$ cat config.mk
export PLATFORM = sky130hd
export DESIGN_NAME = pid_controller_two_form_core
export DESIGN_NICKNAME = d
export VERILOG_FILES = /design/src/hw/rtl/pctf_pkg.sv /design/src/hw/rtl/pctf_mul.sv /design/src/hw/rtl/pctf_div.sv /design/src/hw/rtl/pctf_dp.sv /design/src/hw/rtl/pctf_ctrl.sv /design/src/hw/rtl/pid_controller_two_form_core.sv
export SDC_FILE = /design/constraint.sdc
export NUM_CORES = 2
export LEC_CHECK = 0
export BUFFER_PORTS_ARGS = -buffer_cell sky130_fd_sc_hd__buf_2
export CORE_MARGIN = 8
export CORE_UTILIZATION = 58
export CTS_CLUSTER_SIZE = 30
export DETAILED_ROUTE_END_ITERATION = 8
export PLACE_DENSITY = 0.78
export SLEW_MARGIN = 5
export SYNTH_ARGS = -nofsm -noshare
export SYNTH_HDL_FRONTEND = slang
export SYNTH_SLANG_ARGS = --single-unit
$ cat constraint.sdc
create_clock -name clk -period 7.4 [get_ports clk]
set_input_delay 1.48 -clock clk [delete_from_list [all_inputs] [get_ports clk]]
set_output_delay 1.48 -clock clk [all_outputs]
set_load 0.05 [all_outputs]
$ cat src/hw/rtl/pctf_pkg.sv
// pctf_pkg: shared types and constants for the two-form pid controller
// register indexes, command codes, sequencer states, controller/datapath structs
// no dependencies
package pctf_pkg;

  localparam int REG_INDEX_W = 3;

  localparam logic [REG_INDEX_W-1:0] REG_PROP_GAIN   = 3'd0;
  localparam logic [REG_INDEX_W-1:0] REG_INTEG_GAIN  = 3'd1;
  localparam logic [REG_INDEX_W-1:0] REG_DERIV_GAIN  = 3'd2;
  localparam logic [REG_INDEX_W-1:0] REG_SETPOINT    = 3'd3;
  localparam logic [REG_INDEX_W-1:0] REG_INTEG_LIMIT = 3'd4;
  localparam logic [REG_INDEX_W-1:0] REG_LOOP_FORM   = 3'd5;

  localparam logic CMD_UPDATE       = 1'b0;
  localparam logic CMD_CLEAR        = 1'b1;
  localparam logic FORM_INCREMENTAL = 1'b1;

  localparam logic [63:0] S64_MAX = {1'b0, {63{1'b1}}};
  localparam logic [63:0] S64_MIN = {1'b1, {63{1'b0}}};

  typedef enum logic [1:0] {
    OP_ERR_DT,
    OP_PROP,
    OP_INTEG,
    OP_DERIV
  } mul_op_t;

  typedef enum logic [2:0] {
    S_IDLE,
    S_DECIDE,
    S_MSTART,
    S_MWAIT,
    S_INTEG,
    S_COMMIT,
    S_CLEAR,
    S_HOLD
  } state_t;

  typedef struct packed {
    logic    load_item;
    logic    div_start;
    logic    mul_start;
    mul_op_t op;
    logic    edt_en;
    logic    integ_en;
    logic    acc_en;
    logic    commit_en;
    logic    clear_en;
    logic    hold_en;
  } dp_cmd_t;

  typedef struct packed {
    logic is_clear;
    logic dt_pos;
    logic mul_done;
    logic div_busy;
    logic out_free;
  } dp_status_t;

endpackage

$ cat src/hw/rtl/pctf_mul.sv
// pctf_mul: shift-add signed multiplier, one multiplier bit per cycle
// optional arithmetic right shift by FRAC_BITS, result saturated to signed 64 bits
// depends on pctf_pkg
module pctf_mul #(
  parameter int BW        = 32,
  parameter int FRAC_BITS = 16
) (
  input  logic          clk,
  input  logic          rst,
  input  logic          start,
  input  logic          shift_en,
  input  logic [63:0]   a,
  input  logic [BW-1:0] b,
  output logic          done,
  output logic [63:0]   result
);

  localparam int AW = 64;
  localparam int PW = AW + BW;
  localparam int CW = $clog2(BW);
  localparam logic [PW-1:0] FMASK = (PW'(1) << FRAC_BITS) - PW'(1);

  logic [AW-1:0] mcand;
  logic [PW-1:0] prod;
  logic [CW-1:0] cnt;
  logic          run;
  logic          fin;
  logic          neg;
  logic          shf;

  logic [AW-1:0] a_mag;
  logic [BW-1:0] b_mag;
  logic [AW:0]   step_sum;
  logic [PW-1:0] prod_step;
  logic [PW-1:0] q;
  logic          rem;
  logic [PW-1:0] qq;
  logic [AW-1:0] res;

  assign a_mag     = a[AW-1] ? (~a + AW'(1)) : a;
  assign b_mag     = b[BW-1] ? (~b + BW'(1)) : b;
  assign step_sum  = {1'b0, prod[PW-1:BW]} + {1'b0, (prod[0] ? mcand : AW'(0))};
  assign prod_step = {step_sum, prod[BW-1:1]};

  always_comb begin
    q   = shf ? (prod >> FRAC_BITS) : prod;
    rem = shf && (|(prod & FMASK));
    qq  = q + PW'(rem);
    if (neg) begin
      res = (|qq[PW-1:AW-1]) ? pctf_pkg::S64_MIN : (~qq[AW-1:0] + AW'(1));
    end else begin
      res = (|q[PW-1:AW-1]) ? pctf_pkg::S64_MAX : q[AW-1:0];
    end
  end

  always_ff @(posedge clk) begin
    if (rst) begin
      run  <= 1'b0;
      fin  <= 1'b0;
      done <= 1'b0;
    end else begin
      done <= fin;
      fin  <= 1'b0;
      if (start) begin
        run   <= 1'b1;
        cnt   <= '0;
        mcand <= a_mag;
        prod  <= {AW'(0), b_mag};
        neg   <= a[AW-1] ^ b[BW-1];
        shf   <= shift_en;
      end else if (run) begin
        prod <= prod_step;
        cnt  <= cnt + CW'(1);
        if (cnt == CW'(BW - 1)) begin
          run <= 1'b0;
          fin <= 1'b1;
        end
      end
      if (fin) begin
        result <= res;
      end
    end
  end

endmodule

$ cat src/hw/rtl/pctf_div.sv
// pctf_div: restoring divider, signed dividend by positive 32-bit divisor
// one quotient bit per cycle, truncates toward zero
// depends on nothing
module pctf_div #(
  parameter int NW = 34
) (
  input  logic          clk,
  input  logic          rst,
  input  logic          start,
  input  logic [NW-1:0] dividend,
  input  logic [31:0]   divisor,
  output logic          busy,
  output logic [NW-1:0] quotient
);

  localparam int CW = $clog2(NW);

  logic [NW-1:0] quo;
  logic [30:0]   rem;
  logic [31:0]   dsr;
  logic [CW-1:0] cnt;
  logic          neg;

  logic [31:0] trial;
  logic        ge;
  logic [31:0] diff;

  assign trial    = {rem, quo[NW-1]};
  assign ge       = trial >= dsr;
  assign diff     = trial - dsr;
  assign quotient = neg ? (~quo + NW'(1)) : quo;

  always_ff @(posedge clk) begin
    if (rst) begin
      busy <= 1'b0;
    end else begin
      if (start) begin
        busy <= 1'b1;
        cnt  <= '0;
        rem  <= '0;
        dsr  <= divisor;
        neg  <= dividend[NW-1];
        quo  <= dividend[NW-1] ? (~dividend + NW'(1)) : dividend;
      end else if (busy) begin
        rem <= ge ? diff[30:0] : trial[30:0];
        quo <= {quo[NW-2:0], ge};
        cnt <= cnt + CW'(1);
        if (cnt == CW'(NW - 1)) begin
          busy <= 1'b0;
        end
      end
    end
  end

endmodule

$ cat src/hw/rtl/pctf_dp.sv
// pctf_dp: datapath with config registers, loop state, working registers and output register
// instantiates pctf_mul and pctf_div; driven by pctf_ctrl through pctf_pkg structs
// depends on pctf_pkg, pctf_mul, pctf_div
module pctf_dp #(
  parameter int DATA_WIDTH = 32,
  parameter int FRAC_BITS  = 16
) (
  input  logic                               clk,
  input  logic                               rst,
  input  pctf_pkg::dp_cmd_t                  cmd,
  output pctf_pkg::dp_status_t               status,
  input  logic                               wr_en,
  input  logic [pctf_pkg::REG_INDEX_W-1:0]   wr_index,
  input  logic [DATA_WIDTH-1:0]              wr_data,
  input  logic                               in_cmd,
  input  logic [DATA_WIDTH-1:0]              in_measurement,
  input  logic [31:0]                        in_timestamp,
  output logic                               out_valid,
  input  logic                               out_ready,
  output logic [DATA_WIDTH-1:0]              out_drive,
  output logic                               out_updated
);

  localparam int DW = DATA_WIDTH;
  localparam int BW = (DATA_WIDTH > 32) ? DATA_WIDTH : 32;
  localparam int NW = DATA_WIDTH + 2;

  logic [DW-1:0] kp;
  logic [DW-1:0] ki;
  logic [DW-1:0] kd;
  logic [DW-1:0] sp;
  logic [DW-2:0] lim;
  logic          form;

  logic [DW:0]   isum;
  logic [DW:0]   perr;
  logic [DW-1:0] held;
  logic [31:0]   ptime;

  logic          item_clear;
  logic [31:0]   now;
  logic [31:0]   dt;
  logic [DW:0]   err;
  logic [DW+1:0] derr;
  logic [63:0]   edt;
  logic [DW:0]   s;
  logic [63:0]   acc;

  logic [DW:0]   err_next;
  logic [DW+1:0] derr_next;
  logic [64:0]   isum_sum;
  logic [64:0]   lim_pos;
  logic [64:0]   lim_neg;
  logic [DW:0]   s_next;
  logic [63:0]   mul_a;
  logic [BW-1:0] mul_b;
  logic [63:0]   term;
  logic          mul_done;
  logic          div_busy;
  logic [NW-1:0] der;
  logic [63:0]   acc_base;
  logic [64:0]   acc_sum;
  logic [63:0]   acc_next;
  logic [DW-1:0] drive_next;
  logic          out_free;

  assign err_next  = {sp[DW-1], sp} - {in_measurement[DW-1], in_measurement};
  assign derr_next = {err_next[DW], err_next} - {perr[DW], perr};

  // integral update with symmetric clamp
  always_comb begin
    isum_sum = {{(64 - DW){isum[DW]}}, isum} + {edt[63], edt};
    lim_pos  = 65'(lim);
    lim_neg  = ~lim_pos + 65'(1);
    if ($signed(isum_sum) > $signed(lim_pos)) begin
      s_next = lim_pos[DW:0];
    end else if ($signed(isum_sum) < $signed(lim_neg)) begin
      s_next = lim_neg[DW:0];
    end else begin
      s_next = isum_sum[DW:0];
    end
  end

  // multiplier operand selection
  always_comb begin
    case (cmd.op)
      pctf_pkg::OP_ERR_DT: begin
        mul_a = {{(63 - DW){err[DW]}}, err};
        mul_b = BW'(dt);
      end
      pctf_pkg::OP_PROP: begin
        mul_a = (form == pctf_pkg::FORM_INCREMENTAL) ? {{(62 - DW){derr[DW+1]}}, derr}
                                                     : {{(63 - DW){err[DW]}}, err};
        mul_b = BW'($signed(kp));
      end
      pctf_pkg::OP_INTEG: begin
        mul_a = (form == pctf_pkg::FORM_INCREMENTAL) ? edt : {{(63 - DW){s[DW]}}, s};
        mul_b = BW'($signed(ki));
      end
      default: begin
        mul_a = {{(64 - NW){der[NW-1]}}, der};
        mul_b = BW'($signed(kd));
      end
    endcase
  end

  pctf_mul #(
    .BW        (BW),
    .FRAC_BITS (FRAC_BITS)
  ) u_mul (
    .clk      (clk),
    .rst      (rst),
    .start    (cmd.mul_start),
    .shift_en (cmd.op != pctf_pkg::OP_ERR_DT),
    .a        (mul_a),
    .b        (mul_b),
    .done     (mul_done),
    .result   (term)
  );

  pctf_div #(
    .NW (NW)
  ) u_div (
    .clk      (clk),
    .rst      (rst),
    .start    (cmd.div_start),
    .dividend (derr),
    .divisor  (dt),
    .busy     (div_busy),
    .quotient (der)
  );

  // saturating accumulate
  always_comb begin
    if (cmd.op == pctf_pkg::OP_PROP) begin
      acc_base = (form == pctf_pkg::FORM_INCREMENTAL) ? 64'($signed(held)) : 64'(0);
    end else begin
      acc_base = acc;
    end
    acc_sum = {acc_base[63], acc_base} + {term[63], term};
    if (acc_sum[64] != acc_sum[63]) begin
      acc_next = acc_sum[64] ? pctf_pkg::S64_MIN : pctf_pkg::S64_MAX;
    end else begin
      acc_next = acc_sum[63:0];
    end
  end

  // drive saturation to data width
  always_comb begin
    if ((&acc[63:DW-1]) || !(|acc[63:DW-1])) begin
      drive_next = acc[DW-1:0];
    end else if (acc[63]) begin
      drive_next = {1'b1, {(DW - 1){1'b0}}};
    end else begin
      drive_next = {1'b0, {(DW - 1){1'b1}}};
    end
  end

  assign out_free = !out_valid || out_ready;

  assign status.is_clear = item_clear;
  assign status.dt_pos   = !dt[31] && (|dt);
  assign status.mul_done = mul_done;
  assign status.div_busy = div_busy;
  assign status.out_free = out_free;

  // config registers
  always_ff @(posedge clk) begin
    if (rst) begin
      kp   <= '0;
      ki   <= '0;
      kd   <= '0;
      sp   <= '0;
      lim  <= '1;
      form <= 1'b0;
    end else if (wr_en) begin
      unique case (wr_index)
        pctf_pkg::REG_PROP_GAIN:   kp   <= wr_data;
        pctf_pkg::REG_INTEG_GAIN:  ki   <= wr_data;
        pctf_pkg::REG_DERIV_GAIN:  kd   <= wr_data;
        pctf_pkg::REG_SETPOINT:    sp   <= wr_data;
        pctf_pkg::REG_INTEG_LIMIT: lim  <= wr_data[DW-2:0];
        pctf_pkg::REG_LOOP_FORM:   form <= wr_data[0];
        default: ;
      endcase
    end
  end

  // loop state and output register
  always_ff @(posedge clk) begin
    if (rst) begin
      isum      <= '0;
      perr      <= '0;
      held      <= '0;
      ptime     <= '0;
      out_valid <= 1'b0;
    end else begin
      if (cmd.commit_en) begin
        held  <= drive_next;
        perr  <= err;
        ptime <= now;
        if (form != pctf_pkg::FORM_INCREMENTAL) begin
          isum <= s;
        end
      end else if (cmd.clear_en) begin
        isum  <= '0;
        perr  <= '0;
        held  <= '0;
        ptime <= now;
      end
      if (cmd.commit_en || cmd.clear_en || cmd.hold_en) begin
        out_valid <= 1'b1;
      end else if (out_ready) begin
        out_valid <= 1'b0;
      end
    end
  end

  // working registers
  always_ff @(posedge clk) begin
    if (cmd.load_item) begin
      item_clear <= (in_cmd == pctf_pkg::CMD_CLEAR);
      now        <= in_timestamp;
      dt         <= in_timestamp - ptime;
      err        <= err_next;
      derr       <= derr_next;
    end
    if (cmd.edt_en) begin
      edt <= term;
    end
    if (cmd.integ_en) begin
      s <= s_next;
    end
    if (cmd.acc_en) begin
      acc <= acc_next;
    end
    if (cmd.commit_en) begin
      out_drive   <= drive_next;
      out_updated <= 1'b1;
    end else if (cmd.clear_en) begin
      out_drive   <= '0;
      out_updated <= 1'b1;
    end else if (cmd.hold_en) begin
      out_drive   <= held;
      out_updated <= 1'b0;
    end
  end

endmodule

$ cat src/hw/rtl/pctf_ctrl.sv
// pctf_ctrl: sequencer for the pid datapath
// issues load, multiply, divide, accumulate, commit, clear and hold commands
// depends on pctf_pkg
module pctf_ctrl (
  input  logic                 clk,
  input  logic                 rst,
  input  logic                 in_valid,
  output logic                 in_ready,
  input  pctf_pkg::dp_status_t status,
  output pctf_pkg::dp_cmd_t    cmd
);

  pctf_pkg::state_t  state;
  pctf_pkg::state_t  state_next;
  pctf_pkg::mul_op_t op;
  pctf_pkg::mul_op_t op_next;

  logic mul_go;

  assign mul_go = !((op == pctf_pkg::OP_DERIV) && status.div_busy);

  always_ff @(posedge clk) begin
    if (rst) begin
      state <= pctf_pkg::S_IDLE;
      op    <= pctf_pkg::OP_ERR_DT;
    end else begin
      state <= state_next;
      op    <= op_next;
    end
  end

  always_comb begin
    state_next = state;
    op_next    = op;
    unique case (state)
      pctf_pkg::S_IDLE: begin
        if (in_valid) begin
          state_next = pctf_pkg::S_DECIDE;
        end
      end
      pctf_pkg::S_DECIDE: begin
        if (status.is_clear) begin
          state_next = pctf_pkg::S_CLEAR;
        end else if (!status.dt_pos) begin
          state_next = pctf_pkg::S_HOLD;
        end else begin
          state_next = pctf_pkg::S_MSTART;
          op_next    = pctf_pkg::OP_ERR_DT;
        end
      end
      pctf_pkg::S_MSTART: begin
        if (mul_go) begin
          state_next = pctf_pkg::S_MWAIT;
        end
      end
      pctf_pkg::S_MWAIT: begin
        if (status.mul_done) begin
          unique case (op)
            pctf_pkg::OP_ERR_DT: state_next = pctf_pkg::S_INTEG;
            pctf_pkg::OP_PROP: begin
              op_next    = pctf_pkg::OP_INTEG;
              state_next = pctf_pkg::S_MSTART;
            end
            pctf_pkg::OP_INTEG: begin
              op_next    = pctf_pkg::OP_DERIV;
              state_next = pctf_pkg::S_MSTART;
            end
            pctf_pkg::OP_DERIV: state_next = pctf_pkg::S_COMMIT;
          endcase
        end
      end
      pctf_pkg::S_INTEG: begin
        op_next    = pctf_pkg::OP_PROP;
        state_next = pctf_pkg::S_MSTART;
      end
      pctf_pkg::S_COMMIT, pctf_pkg::S_CLEAR, pctf_pkg::S_HOLD: begin
        if (status.out_free) begin
          state_next = pctf_pkg::S_IDLE;
        end
      end
      default: state_next = pctf_pkg::S_IDLE;
    endcase
  end

  always_comb begin
    cmd      = '0;
    cmd.op   = op;
    in_ready = 1'b0;
    unique case (state)
      pctf_pkg::S_IDLE: begin
        in_ready      = 1'b1;
        cmd.load_item = in_valid;
      end
      pctf_pkg::S_DECIDE: begin
        cmd.div_start = !status.is_clear && status.dt_pos;
      end
      pctf_pkg::S_MSTART: begin
        cmd.mul_start = mul_go;
      end
      pctf_pkg::S_MWAIT: begin
        if (status.mul_done) begin
          if (op == pctf_pkg::OP_ERR_DT) begin
            cmd.edt_en = 1'b1;
          end else begin
            cmd.acc_en = 1'b1;
          end
        end
      end
      pctf_pkg::S_INTEG:  cmd.integ_en  = 1'b1;
      pctf_pkg::S_COMMIT: cmd.commit_en = status.out_free;
      pctf_pkg::S_CLEAR:  cmd.clear_en  = status.out_free;
      pctf_pkg::S_HOLD:   cmd.hold_en   = status.out_free;
      default: ;
    endcase
  end

endmodule

$ cat src/hw/rtl/pid_controller_two_form_core.sv
// pid_controller_two_form_core: top level of the positional/incremental pid controller
// joins the sequencer and the datapath to the stream and config ports
// depends on pctf_pkg, pctf_ctrl, pctf_dp
//
//   channel   direction  handshake           payload
//   s_*       in         s_tvalid/s_tready   measurement, timestamp; tuser cmd
//   m_*       out        m_tvalid/m_tready   drive; tuser updated
//   wr_*      in         wr_en               wr_index, wr_data
//
// an update makes four passes of the shared one-bit-per-cycle multiplier (error times dt,
// proportional, integral, derivative); the result is registered in the commit state, which
// waits for the output register to be free and then returns to idle, where the next
// transaction can be taken; the divider runs alongside; a clear or a held result skips the multiplier
// rst is synchronous and clears the loop state and loads the register reset values
// a result waits in the output register while the next transaction is taken in
module pid_controller_two_form_core #(
  parameter int DATA_WIDTH = 32,
  parameter int FRAC_BITS  = 16
) (
  input  logic                              clk,
  input  logic                              rst,
  input  logic                              s_tvalid,
  output logic                              s_tready,
  // measurement [DATA_WIDTH-1:0], timestamp [DATA_WIDTH+31:DATA_WIDTH], zero pad
  input  logic [((DATA_WIDTH+39)/8)*8-1:0]  s_tdata,
  // cmd
  input  logic                              s_tuser,
  output logic                              m_tvalid,
  input  logic                              m_tready,
  // drive [DATA_WIDTH-1:0], zero pad
  output logic [((DATA_WIDTH+7)/8)*8-1:0]   m_tdata,
  // updated
  output logic                              m_tuser,
  input  logic                              wr_en,
  input  logic [pctf_pkg::REG_INDEX_W-1:0]  wr_index,
  input  logic [DATA_WIDTH-1:0]             wr_data
);

  localparam int OW = ((DATA_WIDTH + 7) / 8) * 8;

  pctf_pkg::dp_cmd_t    cmd;
  pctf_pkg::dp_status_t status;
  logic [DATA_WIDTH-1:0] drive;

  assign m_tdata = OW'(drive);

  pctf_ctrl u_ctrl (
    .clk      (clk),
    .rst      (rst),
    .in_valid (s_tvalid),
    .in_ready (s_tready),
    .status   (status),
    .cmd      (cmd)
  );

  pctf_dp #(
    .DATA_WIDTH (DATA_WIDTH),
    .FRAC_BITS  (FRAC_BITS)
  ) u_dp (
    .clk            (clk),
    .rst            (rst),
    .cmd            (cmd),
    .status         (status),
    .wr_en          (wr_en),
    .wr_index       (wr_index),
    .wr_data        (wr_data),
    .in_cmd         (s_tuser),
    .in_measurement (s_tdata[DATA_WIDTH-1:0]),
    .in_timestamp   (s_tdata[DATA_WIDTH+31:DATA_WIDTH]),
    .out_valid      (m_tvalid),
    .out_ready      (m_tready),
    .out_drive      (drive),
    .out_updated    (m_tuser)
  );

endmodule
==> reports/qor.yml <==
drt:
  wl_per_cell_um: 23.5
  totalWireLength_um: 216000
  detail-route-antenna-nets: 0
  vias: 59100
  drc_errors: 0
  dr.pass1.iters: 7
  vias_per_cell: 6.42
  first_iter_violations: 6547
setup_path:
  rrSetupSlack_ps: 330
  cp.required_ps: 7860
  rr_startpoint: "u_dp.edt[0]"
  crit_path_start_kind: "flip-flop"
  worst_setup_path_end_kind: "flip-flop"
  crit_start: "u_dp.edt[0]"
  reg2reg_to: "u_dp.s[16]"
  crit_type: "flip-flop to flip-flop"
  cp.arrival_ps: 7540
  setup.worst_path.end: "u_dp.s[16]"
  critPathMaxFanout: 30
  rr_worst_depth: 27
timing:
  final.setup.worst_slack_ps: 329
  worstMarginPinSlew_ps: 1390
  fmax_mhz: 141
  drv_slew: 0
  fin_tns_setup_ps: 0
  setup_viol: 0
  rsz0062_at_grt: "false"
  hold_slack_ps: 440
  finClkSkew_ps: 46.1
  fin_crit_sh_pct: 95.6
  hold_viol: 0
  finalCriticalPeriod_ps: 7070
  max-slew-margin-rel_pct: 6.21
pwr:
  cellLeakagePower_nw: 28.5
  peakVddDrop_mv: 0.776
  p_per_area_nw_per_um2: 280
clock_network:
  cts_setup_buffers: 0
  htreeDepth: 3
  clock_latency_ps: 750
  path_clk_slew_ps: 60
  numCtsBuffers: 107
  clockRootBuffer: "clkbuf_16"
  tritoncts: "yes"
  clock_sinks: 961
  clockBufferDepth: 3
flow_run:
  cap_violations: 0
yosys:
  netlist-cell-type-count: 97
  avgSynthCellArea_um2: 8.83
  async_flop_share_pct: 0
  yosysMostFrequentCell: "nand2_1"
  synth.area.top_cells: "edfxtp_1 (30%), dfxtp_1 (9.0%), ha_1 (8.1%), a21oi_1 (5.0%), nand2_1 (4.5%)"
  syn_inst: 7582
  synth.net_count: 8126
  ys.flop_type: "edfxtp_1"
  synthTopCellsByCount: "nand2_1 (801), nor2_1 (710), a21oi_1 (670)"
  yosysTopAreaCell: "edfxtp_1"
  synth_warnings: 0
  synth_edf_count: 660
  syn-cell-area_um2: 67000
  synth_seq_area_share_pct: 38.6
  ys_ff_latch: 961
  synth.top_cell.area_share_pct: 29.6
final_layout:
  layout.nets: 8125
  seq_area_um2: 25800
  n_fill_cell: 9503
  multi_input_area_um2: 38500
  syn2layout_area_growth_pct: 8.81
  drive_gt1_share_pct: 7.48
  utilization_pct: 63.6
floorplan:
  die_h_um: 356
  die_x_um: 356
  dieArea_um2: 127000
  ioPinCount: 140
  std_cell_rows: 124
  core-area_um2: 115000
  start_util_pct: 58.5
global_routing:
  grt_pass1_vias: 56200
  grt_start_max_net_pins: 120
  grt_pass1_wl_um: 326000
  grt.total_usage_pct: 32.7
  antenna_found_initial: 5
  grt_overflow: 0
min_path:
  min_path_type: "flip-flop to flip-flop"
placed_design:
  port_buffers: 139
  place_congestion: 1.01
  dpl_worst_slack_ps: 180
  hpwlAfterDp_um: 165000
run_status:
  outcome: "finished, final reports clean"
[cell families (layout without fill, tap and decap cells)]
logic type / after synthesis / count (layout) / share of synthesized area, %
AOI/OAI and AO/OA: 2150 / 2150 / 20.3
xor gates and xnor gates: 568 / 568 / 7.43
and+or+nand+nor: 2537 / 2537 / 17.9
buffers and inverters: 713 / 807 / 4.22
adders and majority gates: 453 / 453 / 8.49
other: 0 / 5 / 0
DFF: 961 / 961 / 38.6
muxes: 200 / 200 / 3.09
[routing by layer]
layer	track usage (%)	part of all wire [%]	vias up
li1	-	-	27700
met1	39.8	39	28000
met2	53.4	46	2741
met3	5.78	7.8	625
met4	21.8	7.9	4
met5	0	0.012	-
[layout make-up]
cell class                 instances  share of cell area, %
timing repair buffer             252                   2.20
multi-input combinational       5908                   52.8
tap                             1512                   2.60
sequential                       961                   35.5
antenna                            5                 0.0172
inverter                         351                   1.81
clock buffer                     162                   4.40
clock inverter                    42                  0.663
[critical path, stage by stage, from the launching register on]
cell and delay, ps:
edfxtp_1 370, ha_1 200, inv_1 70, fa_1 400, nand2b_1 180, a21o_1 190
a21o_1 180, and3_1 240, a21oi_1 210, a31oi_1 140, o21ai_0 310, a21oi_1 140
xor2_1 460, inv_1 250, ha_1 260, a2111oi_0 490, o211ai_1 180, a31oi_1 160
a21oi_1 150, nor4_1 260, nand4bb_1 130, nor4_1 170, or4b_1 460, nor4_1 230
nand4b_1 190, nand2_1 170, buf_12 220, mux2_2 360
[per-stage QoR]
step / power (mW) / instance area [µm²] / instances
final: 20.4 / 72900 / 9193
after global routing: 21.4 / 72900 / 9188
after CTS: 20.3 / 72800 / 9188
after detailed placement: 14.8 / 69200 / 8984
after global placement: 14.6 / 69200 / 8984
after floorplan: 12.7 / 67000 / 7582
[how the worst min path moves through the flow]
stage / startpoint / endpoint / cells after the start
after CTS: u_dp.u_mul.run / u_dp.u_mul.fin / 2
after detailed placement: u_dp.u_mul.run / u_dp.u_mul.fin / 2
final: u_dp.u_mul.run / u_dp.u_mul.fin / 2
after floorplan: u_dp.u_mul.run / u_dp.u_mul.fin / 2
after global routing: u_dp.ki[20] / u_dp.ki[20] / 2
after global placement: u_dp.u_mul.run / u_dp.u_mul.fin / 2
[layout by cell type (no fill, tap or decap), types with 51 or more instances in the layout]
master	n
nand2b_1	60
nand3_1	175
nor2_1	697
a31oi_1	52
o21ai_1	57
clkbuf_16	115
nor2b_1	113
buf_2	138
nor3_1	121
o21a_1	53
nor4_1	67
a222oi_1	51
a21oi_1	669
and2_1	102
xor2_1	233
xnor2_1	334
a21o_1	243
and3_1	78
ha_1	429
a211oi_1	54
edfxtp_1	660
buf_4	109
nand4_1	104
o21ai_0	462
dfxtp_1	300
mux2i_1	144
nand2_1	799
mux2_2	55
inv_1	349
a22oi_1	84
[flip-flops by register name, summed over array words and instances (netlist names), 33 cells and up]
signal / count
u_dp.acc: 64
u_dp.derr: 34
u_dp.edt: 64
u_dp.err: 33
u_dp.isum: 33
u_dp.perr: 33
u_dp.s: 33
u_dp.u_div.quo: 34
u_dp.u_mul.mcand: 64
u_dp.u_mul.prod: 96
u_dp.u_mul.result: 64
[timing repair]
item	CTS	global route
hold buffers	0	0
resized for setup	0	8
setup endpoints to repair	0	33
[power by group]
part	internal [mW]	switching, mW	leakage (nW)
clock network	3.19	2.33	1.77
registers	6.92	0.789	8.47
logic	2.67	4.53	18.3
total	12.8	7.65	28.5
Note: power is estimated with default switching activity, not from simulation.
